File: src/rtl/smpb_pkg.sv
// ----------------------------------------------------------------------------
// Spectrum magnitude, peak and band package
// Shared widths, register indexes and the sequencer state type.
// ----------------------------------------------------------------------------
package smpb_pkg;

  localparam int MAX_BINS_LOG2 = 10;
  localparam int SAMPLE_WIDTH  = 24;
  localparam int BIN_W         = MAX_BINS_LOG2;
  localparam int MAG_W         = SAMPLE_WIDTH;
  localparam int POW_W         = 2 * SAMPLE_WIDTH;
  localparam int SUM_W         = 58;
  localparam int ROOT_W        = SUM_W / 2;
  localparam int RATE_W        = 18;
  localparam int FREQ_W        = 21;
  localparam int LOG_W         = 4;
  localparam int STEP_W        = $clog2(ROOT_W + 1);
  localparam int ADDR_W        = 4;
  localparam int DATA_W        = 32;

  typedef enum logic [1:0] {
    REG_BINS_LOG2   = 2'd0,
    REG_SAMPLE_RATE = 2'd1,
    REG_BAND_FIRST  = 2'd2,
    REG_BAND_LAST   = 2'd3
  } reg_idx_t;

  typedef enum logic [2:0] {
    ST_IDLE,
    ST_SQUARE,
    ST_SUM,
    ST_ROOT,
    ST_FREQ,
    ST_EMIT
  } state_t;

endpackage

File: src/rtl/smpb_isqrt.sv
// ----------------------------------------------------------------------------
// Serial integer square root
// Restoring digit-by-digit floor root, two radicand bits per cycle.
// ----------------------------------------------------------------------------
module smpb_isqrt import smpb_pkg::*; (
  input  logic              clk,
  input  logic              rst_n,
  input  logic              start,
  input  logic [SUM_W-1:0]  value,
  output logic              done,
  output logic [ROOT_W-1:0] root
);

  logic [SUM_W-1:0]  val_r, val_nxt;
  logic [ROOT_W:0]   rem_r, rem_nxt;
  logic [ROOT_W-1:0] root_r, root_nxt;
  logic [STEP_W-1:0] step_r, step_nxt;
  logic              busy_r, busy_nxt;
  logic              done_r, done_nxt;
  logic [ROOT_W+2:0] rem_sh;
  logic [ROOT_W+2:0] trial;

  always_comb begin
    rem_sh   = {rem_r, val_r[SUM_W-1 -: 2]};
    trial    = {1'b0, root_r, 2'b01};
    val_nxt  = val_r;
    rem_nxt  = rem_r;
    root_nxt = root_r;
    step_nxt = step_r;
    busy_nxt = busy_r;
    done_nxt = 1'b0;
    if (start) begin
      val_nxt  = value;
      rem_nxt  = '0;
      root_nxt = '0;
      step_nxt = '0;
      busy_nxt = 1'b1;
    end else if (busy_r) begin
      val_nxt = {val_r[SUM_W-3:0], 2'b00};
      if (rem_sh >= trial) begin
        rem_nxt  = (ROOT_W + 1)'(rem_sh - trial);
        root_nxt = {root_r[ROOT_W-2:0], 1'b1};
      end else begin
        rem_nxt  = (ROOT_W + 1)'(rem_sh);
        root_nxt = {root_r[ROOT_W-2:0], 1'b0};
      end
      step_nxt = step_r + 1'b1;
      if (step_r == STEP_W'(ROOT_W - 1)) begin
        busy_nxt = 1'b0;
        done_nxt = 1'b1;
      end
    end
  end

  always_ff @(posedge clk) begin
    if (!rst_n) begin
      busy_r <= 1'b0;
      done_r <= 1'b0;
      step_r <= '0;
    end else begin
      busy_r <= busy_nxt;
      done_r <= done_nxt;
      step_r <= step_nxt;
    end
    val_r  <= val_nxt;
    rem_r  <= rem_nxt;
    root_r <= root_nxt;
  end

  assign done = done_r;
  assign root = root_r;

endmodule

File: src/rtl/spectrum_magnitude_peak_band_unit.sv
// ----------------------------------------------------------------------------
// Spectrum magnitude, peak and band unit
// FFT bins enter one per transfer on the in_ channel as signed real and
// imaginary parts. Each bin gives one transfer on the out_ channel with its
// index within the frame and the floor root of re^2 + im^2. The transfer for
// the last bin of a frame also carries the peak bin over bins 1..N/2, its
// magnitude and frequency in 1/16 Hz, and the root of the summed band power.
// Both channels use valid/ready. Registers must be written over the APB port
// only while the unit is idle; the unit itself does not enforce this.
// The unit takes no new bin until the previous one has been loaded into the
// output register. Each bin passes the 24-step bit-serial squarer and the
// 29-step root unit that retires two radicand bits per cycle, and the last
// bin of a frame also the 10-step serial multiplier for the peak frequency.
// A finished result sits in the output register until taken. The next bin
// is accepted and worked on meanwhile; it waits in its last step only if the
// previous result has still not been taken.
// Reset clears the frame state and the output valid and restores the
// register defaults; the unit is ready as soon as reset has set it idle.
// ----------------------------------------------------------------------------
module spectrum_magnitude_peak_band_unit import smpb_pkg::*; (
  input  logic                    clk,
  input  logic                    rst_n,
  input  logic                    in_valid,
  output logic                    in_ready,
  input  logic signed [SAMPLE_WIDTH-1:0] in_re_part,
  input  logic signed [SAMPLE_WIDTH-1:0] in_im_part,
  output logic                    out_valid,
  input  logic                    out_ready,
  output logic [BIN_W-1:0]        out_bin_index,
  output logic [MAG_W-1:0]        out_bin_magnitude,
  output logic                    out_frame_end,
  output logic [BIN_W-1:0]        out_peak_bin,
  output logic [MAG_W-1:0]        out_peak_magnitude,
  output logic [FREQ_W-1:0]       out_peak_freq_q4,
  output logic [ROOT_W-1:0]       out_band_strength,
  output logic                    out_band_valid,
  input  logic                    psel,
  input  logic                    penable,
  input  logic                    pwrite,
  input  logic [ADDR_W-1:0]       paddr,
  input  logic [DATA_W-1:0]       pwdata,
  output logic [DATA_W-1:0]       prdata,
  output logic                    pready
);

  state_t                  state_r, state_nxt;
  logic [STEP_W-1:0]       cnt_r, cnt_nxt;
  logic [SAMPLE_WIDTH-1:0] a_r, a_nxt, b_r, b_nxt;
  logic [SAMPLE_WIDTH-1:0] ma_sr, ma_nxt, mb_sr, mb_nxt;
  logic [SAMPLE_WIDTH:0]   hi_r, hi_nxt;
  logic [SAMPLE_WIDTH-1:0] lo_r, lo_nxt;
  logic [BIN_W-1:0]        idx_r, idx_nxt;
  logic                    last_r, last_nxt;
  logic [BIN_W-1:0]        bin_cnt_r, bin_cnt_nxt;
  logic [BIN_W-1:0]        best_bin_r, best_bin_nxt;
  logic [MAG_W-1:0]        best_mag_r, best_mag_nxt;
  logic [SUM_W-1:0]        sum_r, sum_nxt;
  logic [BIN_W-1:0]        fm_sr, fm_nxt;
  logic [RATE_W-1:0]       fhi_r, fhi_nxt;
  logic [BIN_W-1:0]        flo_r, flo_nxt;

  logic                    out_valid_r, out_valid_nxt;
  logic [BIN_W-1:0]        o_idx_r, o_idx_nxt;
  logic [MAG_W-1:0]        o_mag_r, o_mag_nxt;
  logic                    o_end_r, o_end_nxt;
  logic [BIN_W-1:0]        o_pbin_r, o_pbin_nxt;
  logic [MAG_W-1:0]        o_pmag_r, o_pmag_nxt;
  logic [FREQ_W-1:0]       o_freq_r, o_freq_nxt;
  logic [ROOT_W-1:0]       o_band_r, o_band_nxt;
  logic                    o_bval_r, o_bval_nxt;

  logic [LOG_W-1:0]        bins_log2_r;
  logic [RATE_W-1:0]       rate_r;
  logic [BIN_W-1:0]        band_first_r, band_last_r;

  logic [LOG_W-1:0]        eff_l;
  logic [BIN_W:0]          n_full;
  logic [BIN_W-1:0]        n_m1, n_half;
  logic                    band_ok, band_in, peak_hit, can_load, cfg_wr;
  logic [SAMPLE_WIDTH+1:0] sq_t;
  logic [POW_W-1:0]        power;
  logic [SUM_W:0]          sum_add;
  logic [SUM_W-1:0]        sum_upd;
  logic [RATE_W:0]         ft;
  logic [MAG_W-1:0]        mag;
  logic [RATE_W+BIN_W+3:0] freq_full;
  logic                    root_start, mag_done, band_done;
  logic [ROOT_W-1:0]       mag_root, band_root;
  reg_idx_t                reg_sel;

  smpb_isqrt u_mag_root (
    .clk   (clk),
    .rst_n (rst_n),
    .start (root_start),
    .value (SUM_W'(power)),
    .done  (mag_done),
    .root  (mag_root)
  );

  smpb_isqrt u_band_root (
    .clk   (clk),
    .rst_n (rst_n),
    .start (root_start),
    .value (sum_upd),
    .done  (band_done),
    .root  (band_root)
  );

  always_comb begin
    if (bins_log2_r == '0) begin
      eff_l = LOG_W'(1);
    end else if (bins_log2_r > LOG_W'(MAX_BINS_LOG2)) begin
      eff_l = LOG_W'(MAX_BINS_LOG2);
    end else begin
      eff_l = bins_log2_r;
    end
    n_full   = (BIN_W + 1)'(1) << eff_l;
    n_m1     = BIN_W'(n_full - 1'b1);
    n_half   = BIN_W'(n_full >> 1);
    band_ok  = (band_first_r <= band_last_r) && (band_last_r <= n_m1);
    band_in  = band_ok && (idx_r >= band_first_r) && (idx_r <= band_last_r);
    sq_t     = {1'b0, hi_r} + (ma_sr[0] ? {2'b00, a_r} : '0) +
               (mb_sr[0] ? {2'b00, b_r} : '0);
    power    = POW_W'({hi_r, lo_r});
    sum_add  = {1'b0, sum_r} + (SUM_W + 1)'(power);
    sum_upd  = sum_r;
    if (band_in) begin
      sum_upd = sum_add[SUM_W] ? '1 : sum_add[SUM_W-1:0];
    end
    mag       = mag_root[MAG_W-1:0];
    peak_hit  = (idx_r != '0) && (idx_r <= n_half) && (mag > best_mag_r);
    ft        = {1'b0, fhi_r} + (fm_sr[0] ? {1'b0, rate_r} : '0);
    freq_full = {fhi_r, flo_r, 4'b0000} >> eff_l;
    can_load  = !out_valid_r || out_ready;
    root_start = (state_r == ST_SUM);
  end

  always_comb begin
    state_nxt     = state_r;
    cnt_nxt       = cnt_r;
    a_nxt         = a_r;
    b_nxt         = b_r;
    ma_nxt        = ma_sr;
    mb_nxt        = mb_sr;
    hi_nxt        = hi_r;
    lo_nxt        = lo_r;
    idx_nxt       = idx_r;
    last_nxt      = last_r;
    bin_cnt_nxt   = bin_cnt_r;
    best_bin_nxt  = best_bin_r;
    best_mag_nxt  = best_mag_r;
    sum_nxt       = sum_r;
    fm_nxt        = fm_sr;
    fhi_nxt       = fhi_r;
    flo_nxt       = flo_r;
    out_valid_nxt = out_valid_r && !out_ready;
    o_idx_nxt     = o_idx_r;
    o_mag_nxt     = o_mag_r;
    o_end_nxt     = o_end_r;
    o_pbin_nxt    = o_pbin_r;
    o_pmag_nxt    = o_pmag_r;
    o_freq_nxt    = o_freq_r;
    o_band_nxt    = o_band_r;
    o_bval_nxt    = o_bval_r;
    in_ready      = 1'b0;
    unique case (state_r)
      ST_IDLE: begin
        in_ready = 1'b1;
        if (in_valid) begin
          a_nxt    = in_re_part[SAMPLE_WIDTH-1] ? SAMPLE_WIDTH'(-in_re_part)
                                                : in_re_part;
          b_nxt    = in_im_part[SAMPLE_WIDTH-1] ? SAMPLE_WIDTH'(-in_im_part)
                                                : in_im_part;
          ma_nxt   = a_nxt;
          mb_nxt   = b_nxt;
          hi_nxt   = '0;
          lo_nxt   = '0;
          cnt_nxt  = '0;
          idx_nxt  = bin_cnt_r;
          last_nxt = (bin_cnt_r >= n_m1);
          bin_cnt_nxt = last_nxt ? '0 : bin_cnt_r + 1'b1;
          state_nxt = ST_SQUARE;
        end
      end
      ST_SQUARE: begin
        hi_nxt  = sq_t[SAMPLE_WIDTH+1:1];
        lo_nxt  = {sq_t[0], lo_r[SAMPLE_WIDTH-1:1]};
        ma_nxt  = {1'b0, ma_sr[SAMPLE_WIDTH-1:1]};
        mb_nxt  = {1'b0, mb_sr[SAMPLE_WIDTH-1:1]};
        cnt_nxt = cnt_r + 1'b1;
        if (cnt_r == STEP_W'(SAMPLE_WIDTH - 1)) begin
          state_nxt = ST_SUM;
        end
      end
      ST_SUM: begin
        sum_nxt   = sum_upd;
        state_nxt = ST_ROOT;
      end
      ST_ROOT: begin
        if (band_done) begin
          if (peak_hit) begin
            best_bin_nxt = idx_r;
            best_mag_nxt = mag;
          end
          fm_nxt  = best_bin_nxt;
          fhi_nxt = '0;
          flo_nxt = '0;
          cnt_nxt = '0;
          state_nxt = last_r ? ST_FREQ : ST_EMIT;
        end
      end
      ST_FREQ: begin
        fhi_nxt = ft[RATE_W:1];
        flo_nxt = {ft[0], flo_r[BIN_W-1:1]};
        fm_nxt  = {1'b0, fm_sr[BIN_W-1:1]};
        cnt_nxt = cnt_r + 1'b1;
        if (cnt_r == STEP_W'(BIN_W - 1)) begin
          state_nxt = ST_EMIT;
        end
      end
      ST_EMIT: begin
        if (can_load) begin
          out_valid_nxt = 1'b1;
          o_idx_nxt     = idx_r;
          o_mag_nxt     = mag;
          o_end_nxt     = last_r;
          o_pbin_nxt    = last_r ? best_bin_r : '0;
          o_pmag_nxt    = last_r ? best_mag_r : '0;
          o_freq_nxt    = last_r ? FREQ_W'(freq_full) : '0;
          o_band_nxt    = (last_r && band_ok) ? band_root : '0;
          o_bval_nxt    = last_r && band_ok;
          if (last_r) begin
            best_bin_nxt = '0;
            best_mag_nxt = '0;
            sum_nxt      = '0;
          end
          state_nxt = ST_IDLE;
        end
      end
      default: begin
        state_nxt = ST_IDLE;
      end
    endcase
  end

  always_ff @(posedge clk) begin
    if (!rst_n) begin
      state_r     <= ST_IDLE;
      out_valid_r <= 1'b0;
      bin_cnt_r   <= '0;
      best_bin_r  <= '0;
      best_mag_r  <= '0;
      sum_r       <= '0;
      cnt_r       <= '0;
    end else begin
      state_r     <= state_nxt;
      out_valid_r <= out_valid_nxt;
      bin_cnt_r   <= bin_cnt_nxt;
      best_bin_r  <= best_bin_nxt;
      best_mag_r  <= best_mag_nxt;
      sum_r       <= sum_nxt;
      cnt_r       <= cnt_nxt;
    end
    a_r      <= a_nxt;
    b_r      <= b_nxt;
    ma_sr    <= ma_nxt;
    mb_sr    <= mb_nxt;
    hi_r     <= hi_nxt;
    lo_r     <= lo_nxt;
    idx_r    <= idx_nxt;
    last_r   <= last_nxt;
    fm_sr    <= fm_nxt;
    fhi_r    <= fhi_nxt;
    flo_r    <= flo_nxt;
    o_idx_r  <= o_idx_nxt;
    o_mag_r  <= o_mag_nxt;
    o_end_r  <= o_end_nxt;
    o_pbin_r <= o_pbin_nxt;
    o_pmag_r <= o_pmag_nxt;
    o_freq_r <= o_freq_nxt;
    o_band_r <= o_band_nxt;
    o_bval_r <= o_bval_nxt;
  end

  assign cfg_wr  = psel && penable && pwrite;
  assign reg_sel = reg_idx_t'(paddr[ADDR_W-1:2]);
  assign pready  = 1'b1;

  always_ff @(posedge clk) begin
    if (!rst_n) begin
      bins_log2_r  <= LOG_W'(10);
      rate_r       <= RATE_W'(48000);
      band_first_r <= '0;
      band_last_r  <= '0;
    end else if (cfg_wr) begin
      unique case (reg_sel)
        REG_BINS_LOG2:   bins_log2_r  <= pwdata[LOG_W-1:0];
        REG_SAMPLE_RATE: rate_r       <= pwdata[RATE_W-1:0];
        REG_BAND_FIRST:  band_first_r <= pwdata[BIN_W-1:0];
        REG_BAND_LAST:   band_last_r  <= pwdata[BIN_W-1:0];
        default: ;
      endcase
    end
  end

  always_comb begin
    unique case (reg_sel)
      REG_BINS_LOG2:   prdata = DATA_W'(bins_log2_r);
      REG_SAMPLE_RATE: prdata = DATA_W'(rate_r);
      REG_BAND_FIRST:  prdata = DATA_W'(band_first_r);
      REG_BAND_LAST:   prdata = DATA_W'(band_last_r);
      default:         prdata = '0;
    endcase
  end

  assign out_valid          = out_valid_r;
  assign out_bin_index      = o_idx_r;
  assign out_bin_magnitude  = o_mag_r;
  assign out_frame_end      = o_end_r;
  assign out_peak_bin       = o_pbin_r;
  assign out_peak_magnitude = o_pmag_r;
  assign out_peak_freq_q4   = o_freq_r;
  assign out_band_strength  = o_band_r;
  assign out_band_valid     = o_bval_r;

  a_summary_zero: assert property (@(posedge clk) disable iff (!rst_n)
    out_valid && !out_frame_end |->
      out_peak_bin == '0 && out_peak_magnitude == '0 && out_peak_freq_q4 == '0 &&
      out_band_strength == '0 && !out_band_valid)
    else $error("Summary fields set on a transfer that does not end a frame.");

  a_band_invalid: assert property (@(posedge clk) disable iff (!rst_n)
    out_valid && !out_band_valid |-> out_band_strength == '0)
    else $error("Band strength reported for an invalid band.");

  a_peak_pair: assert property (@(posedge clk) disable iff (!rst_n)
    best_mag_r == '0 |-> best_bin_r == '0)
    else $error("Peak bin set while the peak magnitude is zero.");

  a_one_in_flight: assert property (@(posedge clk) disable iff (!rst_n)
    in_valid && in_ready |=> !in_ready)
    else $error("Second input transfer taken while a bin is in work.");

  a_roots_lockstep: assert property (@(posedge clk) disable iff (!rst_n)
    mag_done == band_done)
    else $error("Magnitude and band root units finished on different cycles.");

endmodule
File: config.mk
export PLATFORM = sky130hd
export DESIGN_NAME = spectrum_magnitude_peak_band_unit
export DESIGN_NICKNAME = d
export VERILOG_FILES = /design/src/rtl/smpb_pkg.sv /design/src/rtl/smpb_isqrt.sv /design/src/rtl/spectrum_magnitude_peak_band_unit.sv
export SDC_FILE = /design/constraint.sdc
export NUM_CORES = 2
export LEC_CHECK = 0
export BUFFER_PORTS_ARGS = -buffer_cell sky130_fd_sc_hd__buf_2
export CORE_MARGIN = 2
export CORE_UTILIZATION = 55
export DETAILED_ROUTE_END_ITERATION = 8
export PLACE_DENSITY = 0.8
export SLEW_MARGIN = 20
export SYNTH_ARGS = -nofsm -noshare
export SYNTH_HDL_FRONTEND = slang
export SYNTH_SLANG_ARGS = --single-unit
File: constraint.sdc
create_clock -name clk -period 19.7 [get_ports clk]
set_clock_uncertainty 0.15 [all_clocks]
set_input_delay 0.985 -clock clk [delete_from_list [all_inputs] [get_ports clk]]
set_output_delay 0.985 -clock clk [all_outputs]
set_load 0.1 [all_outputs]
==> flow_results.org <==
** Status
- The flow ran to the end, and the final reports show no timing, DRC or antenna violations.

** Clocking
- CTS built an H-tree with a depth of 3.
- For this design, the sink count on the clock tree is about 710.
- Clock latency at the later pin of the worst-skew pair :: 630 ps
- CTS buffer count :: 76
- Maximum clock path buffer count :: 3
- Number of buffers inserted by hold repair at cts :: 0
- CTS Root Buffer Type :: clkbuf_16
- Post-cts repair resize count :: 0
- Clock transition at the registers of the reported paths :: approximately 60 ps
- Setup bufs post-CTS :: 0
- CTS tree :: done

** Setup path
- Worst-path cell chain :: nor2_2, nand2_1, ha_1, nor4_1, a21oi_1, o21a_1, ha_1, nand4_1, o221ai_1, a21oi_1, or3_1, a21oi_2, buf_4, or3_1, nor2_2, nand2_1, nor2_1, nor3_1
- For the worst setup path, the data arrival time is approximately 6500 ps.
- Crit path max fanout :: 32
- Data on the critical path is required at its endpoint by 19900 ps.
- Largest stage delay on the critical path :: between 900 and 1000 ps
- The number of buffers and inverters on the critical path is 1.
- Worst-path cell with the longest stage delay :: nor2_2
- STA classifies the critical path startpoint as a flop.
- The worst setup path is of the reg -> reg kind.
- Grouping stages by cell kind, the critical path spends the most delay in simple AND/OR/NAND/NOR gates.
- The worst setup path is captured at a flop.

** Timing
- Setup violations remaining at the end of the flow were counted as 0.
- Unrepaired setup endpoints after global routing :: no
- Hold Violations, Final :: 0
- After routing, the total negative slack on setup checks comes to 0 ps.
- Of the available clock period, the critical path in the final layout requires 0.321.
- Pin slew with the least headroom to its limit :: between 1000 and 1500 ps
- The count of final max-slew check failures came to 0.
- Max transition margin :: 0.260
- The routed design could run at a clock period as short as ~6300 ps.
- The worst path meets setup with 13380 ps of slack.
- Max Clock Freq :: roughly 160 MHz

** Floorplanning
- The die is ~270 um wide.
- The die covers between 0.07 and 0.08 mm2.
- Die Height :: 275 um
- Starting utilization of the core area :: 0.554
- I/O pin count :: between 200 and 250
- Standard cell core area :: 0.0727 mm2
- Site Rows :: a little under 100

** Cells and area
- Share of cells above drive strength 1 :: 0.0970
- In the final layout, the multi-input gates occupy 0.0203 mm2.
- Signed area change from the synthesized netlist to the final layout :: 10.6%
- Register Area :: 0.0185 mm2
- In the final design database the tool counted 4745 nets.
- Most frequent cells in the layout :: nand2_1 (500), nor2_1 (467), edfxtp_1 (420), o21ai_0 (302), dfxtp_1 (292)
- The layout has about 5900 filler cells.
- Final cell count without fillers :: 5404
- Leaving out fill and tap cells, the most frequent cell in the layout is nand2_1.
- Antenna Cells :: 0

** Placed design
- Estimated wirelength of the detail-placed design :: around 65 mm
- OpenSTA, run right after detailed placement, puts the worst setup slack at about 13000 ps.
- Once placement completed, the tool counted placed cells totaling ~5300.
- Gp weighted congestion :: between 0.9 and 1
- Buffers placed on the I/O ports in this run total between 200 and 250.

** Yosys
- Counting every instance in the synthesized netlist gives around 4300.
- In this run the mean area of a mapped cell was 9.43 um2.
- Share of Yosys cell area claimed by the top area cell type :: 0.313
- After synthesis, the share of flip-flops with an asynchronous set or reset is 0.
- Area contributors post-synth :: edfxtp_1 (31%), dfxtp_1 (15%), ha_1 (7.6%)
- Flip-flop cell with the highest count after synthesis :: edfxtp_1
- Number of synthesized flops with an enable pin :: between 400 and 500
- Summing every instance area after synthesis gives 0.0403 mm2.
- During synthesis, Yosys emitted a total of 0 warnings.
- For this run, the register share of the synthesized area comes to 0.459.
- Flops & latches, synth :: 714
- Distinct cell type count after synthesis :: 86
- Leading area contributor after synthesis :: edfxtp_1

** Power
- Dividing total power by cell area gives a power density of between 80 and 90 mW/mm2.
- In this run the power spent charging and discharging nets is roughly 1.1 mW.
- Of the total power, the share spent switching nets is 0.280.
- Worst ir drop on vdd :: ~0.069 mV
- Power comes to ~3.8 mW.
- Of the total power, combinational logic draws 0.180.
- The internal portion of the total power is about 2.8 mW.
- Sequential fraction of design power :: 0.445
- In this run the static leakage power is 17.6 nW.
- Power share of the clock group :: 0.374

** Routing
- Using the TritonRoute via totals, the vias-per-cell ratio works out to between 5 and 6.
- For this block, the initial DRC count from the detailed router was 2712.
- Drt wl/cell :: around 18 um
- Via count :: roughly 32000
- DRC viols :: 0
- Count of TritonRoute iterations in the first routing pass :: 9
- Post-Route WL :: 96.5 mm
- Post-detailed-route count of antenna-violating nets :: 0

** Global route
- The number of global-route vias before repair was ~30000.
- Wire length of the first global-routing pass :: approximately 150 mm
- Total routing resource utilization after global routing :: 0.250
- For this run the aggregate overflow at the end of global routing stands at 0.
- Entering global routing, the biggest net connects roughly 180 pins.
- The number of antenna violations at the first check in global routing came to 1.

** Min path
- Class of the worst hold path :: reg -> reg

** Flow run
- The tool flagged a number of max-cap violations equal to 0.
-- path summary, 6_finish.rpt --
path	cells after the start	from	to	slack (ps)
worst max-delay path	18	bins_log2_r[1]	u_band_root.val_r[41]	13380
worst min-delay path	2	u_mag_root.rem_r[29]	u_mag_root.rem_r[29]	300
worst max register to register	18	bins_log2_r[1]	u_band_root.val_r[41]	13380
worst min register to register	2	u_mag_root.rem_r[29]	u_mag_root.rem_r[29]	300
-- cells by family (layout without fill, tap and decap cells) --
| logic type | Yosys count | in the layout | synth area share |
|---|---|---|---|
| AOI/OAI and AO/OA | 961 | 961 | 0.147 |
| DFF | 714 | 714 | 0.459 |
| and+or+nand+nor | 1525 | 1525 | 0.173 |
| muxes | 188 | 188 | 0.0485 |
| xor gates and xnor gates | 189 | 189 | 0.0411 |
| other | 2 | 18 | 0.000186 |
| buffers and inverters | 421 | 577 | 0.0411 |
| adders and majority gates | 273 | 273 | 0.0897 |
-- metrics by stage --
step                      cell area [um2]  hold WS [ps]  utilization
after floorplan                     40300           274            -
after global placement              42000           291        0.578
after detailed placement            42000           293        0.578
after CTS                           44500           302        0.612
after global routing                44500           316        0.613
final                               44500           301        0.613
-- routing by layer --
layer  up-vias  GRT usage  share of wire
met5         -          0        0.00010
met4         2     0.0881          0.028
met3       187     0.0304          0.060
met2       979      0.427           0.48
met1     15100      0.329           0.43
li1      15400          -              -
-- final cells by class --
type                    count  share of cell area
flip-flops and latches    714               0.415
inverters                 192              0.0162
repair buffers            245              0.0300
well taps                 959              0.0269
clock inverters            32             0.00643
clock buffers             108              0.0495
multi-input cells        3154               0.455
-- tightest hold or removal path, stage by stage, from the launching register on --
cell     delay (ps)
dfxtp_1         310
nand2_1          50
o21ai_1          50
-- registers in the layout (all words and copies together), names as in the netlist, 18 cells and up --
| signal | flops |
|---|---|
| out_peak_magnitude | 24 |
| ma_sr | 24 |
| u_band_root.val_r | 58 |
| b_r | 24 |
| u_mag_root.rem_r | 30 |
| sum_r | 58 |
| u_band_root.root | 29 |
| rate_r | 18 |
| out_bin_magnitude | 24 |
| fhi_r | 18 |
| u_mag_root.root | 29 |
| hi_r | 25 |
| a_r | 24 |
| u_band_root.rem_r | 30 |
| out_band_strength | 29 |
| u_mag_root.val_r | 58 |
| lo_r | 24 |
| best_mag_r | 24 |
| mb_sr | 24 |
| out_peak_freq_q4 | 21 |
-- synth_stat cells (14+ instances only) --
master    number
mux2_2        14
o31ai_1       25
mux2i_1      169
nand2_1      502
dfxtp_1      294
o21a_1        35
nand4_1       52
ha_1         244
inv_1        188
xnor2_1      118
o21bai_1      25
nor4_1        47
and2_1       119
nand3_1       90
xor2_1        71
o22ai_1       19
o211ai_1      17
nor3_1        79
a21o_1        84
o21ai_1       15
buf_4         16
and3_1        39
o21ai_0      303
a21oi_1      250
nor2_1       471
nor2b_1       31
clkbuf_1     186
a211oi_1      57
or3_1         20
a31oi_1       24
edfxtp_1     420
nand2b_1      33
fa_1          27
buf_1         14
-- power by group through the flow --
stage,sequential [mW],clock [mW],combinational (mW)
after floorplan,1.71,0,0.554
after global placement,1.74,0,0.662
after detailed placement,1.74,0,0.682
after CTS,1.71,1.45,0.688
after global routing,1.72,1.51,0.779
final,1.71,1.44,0.692
Power figures use the tool's default switching activity.
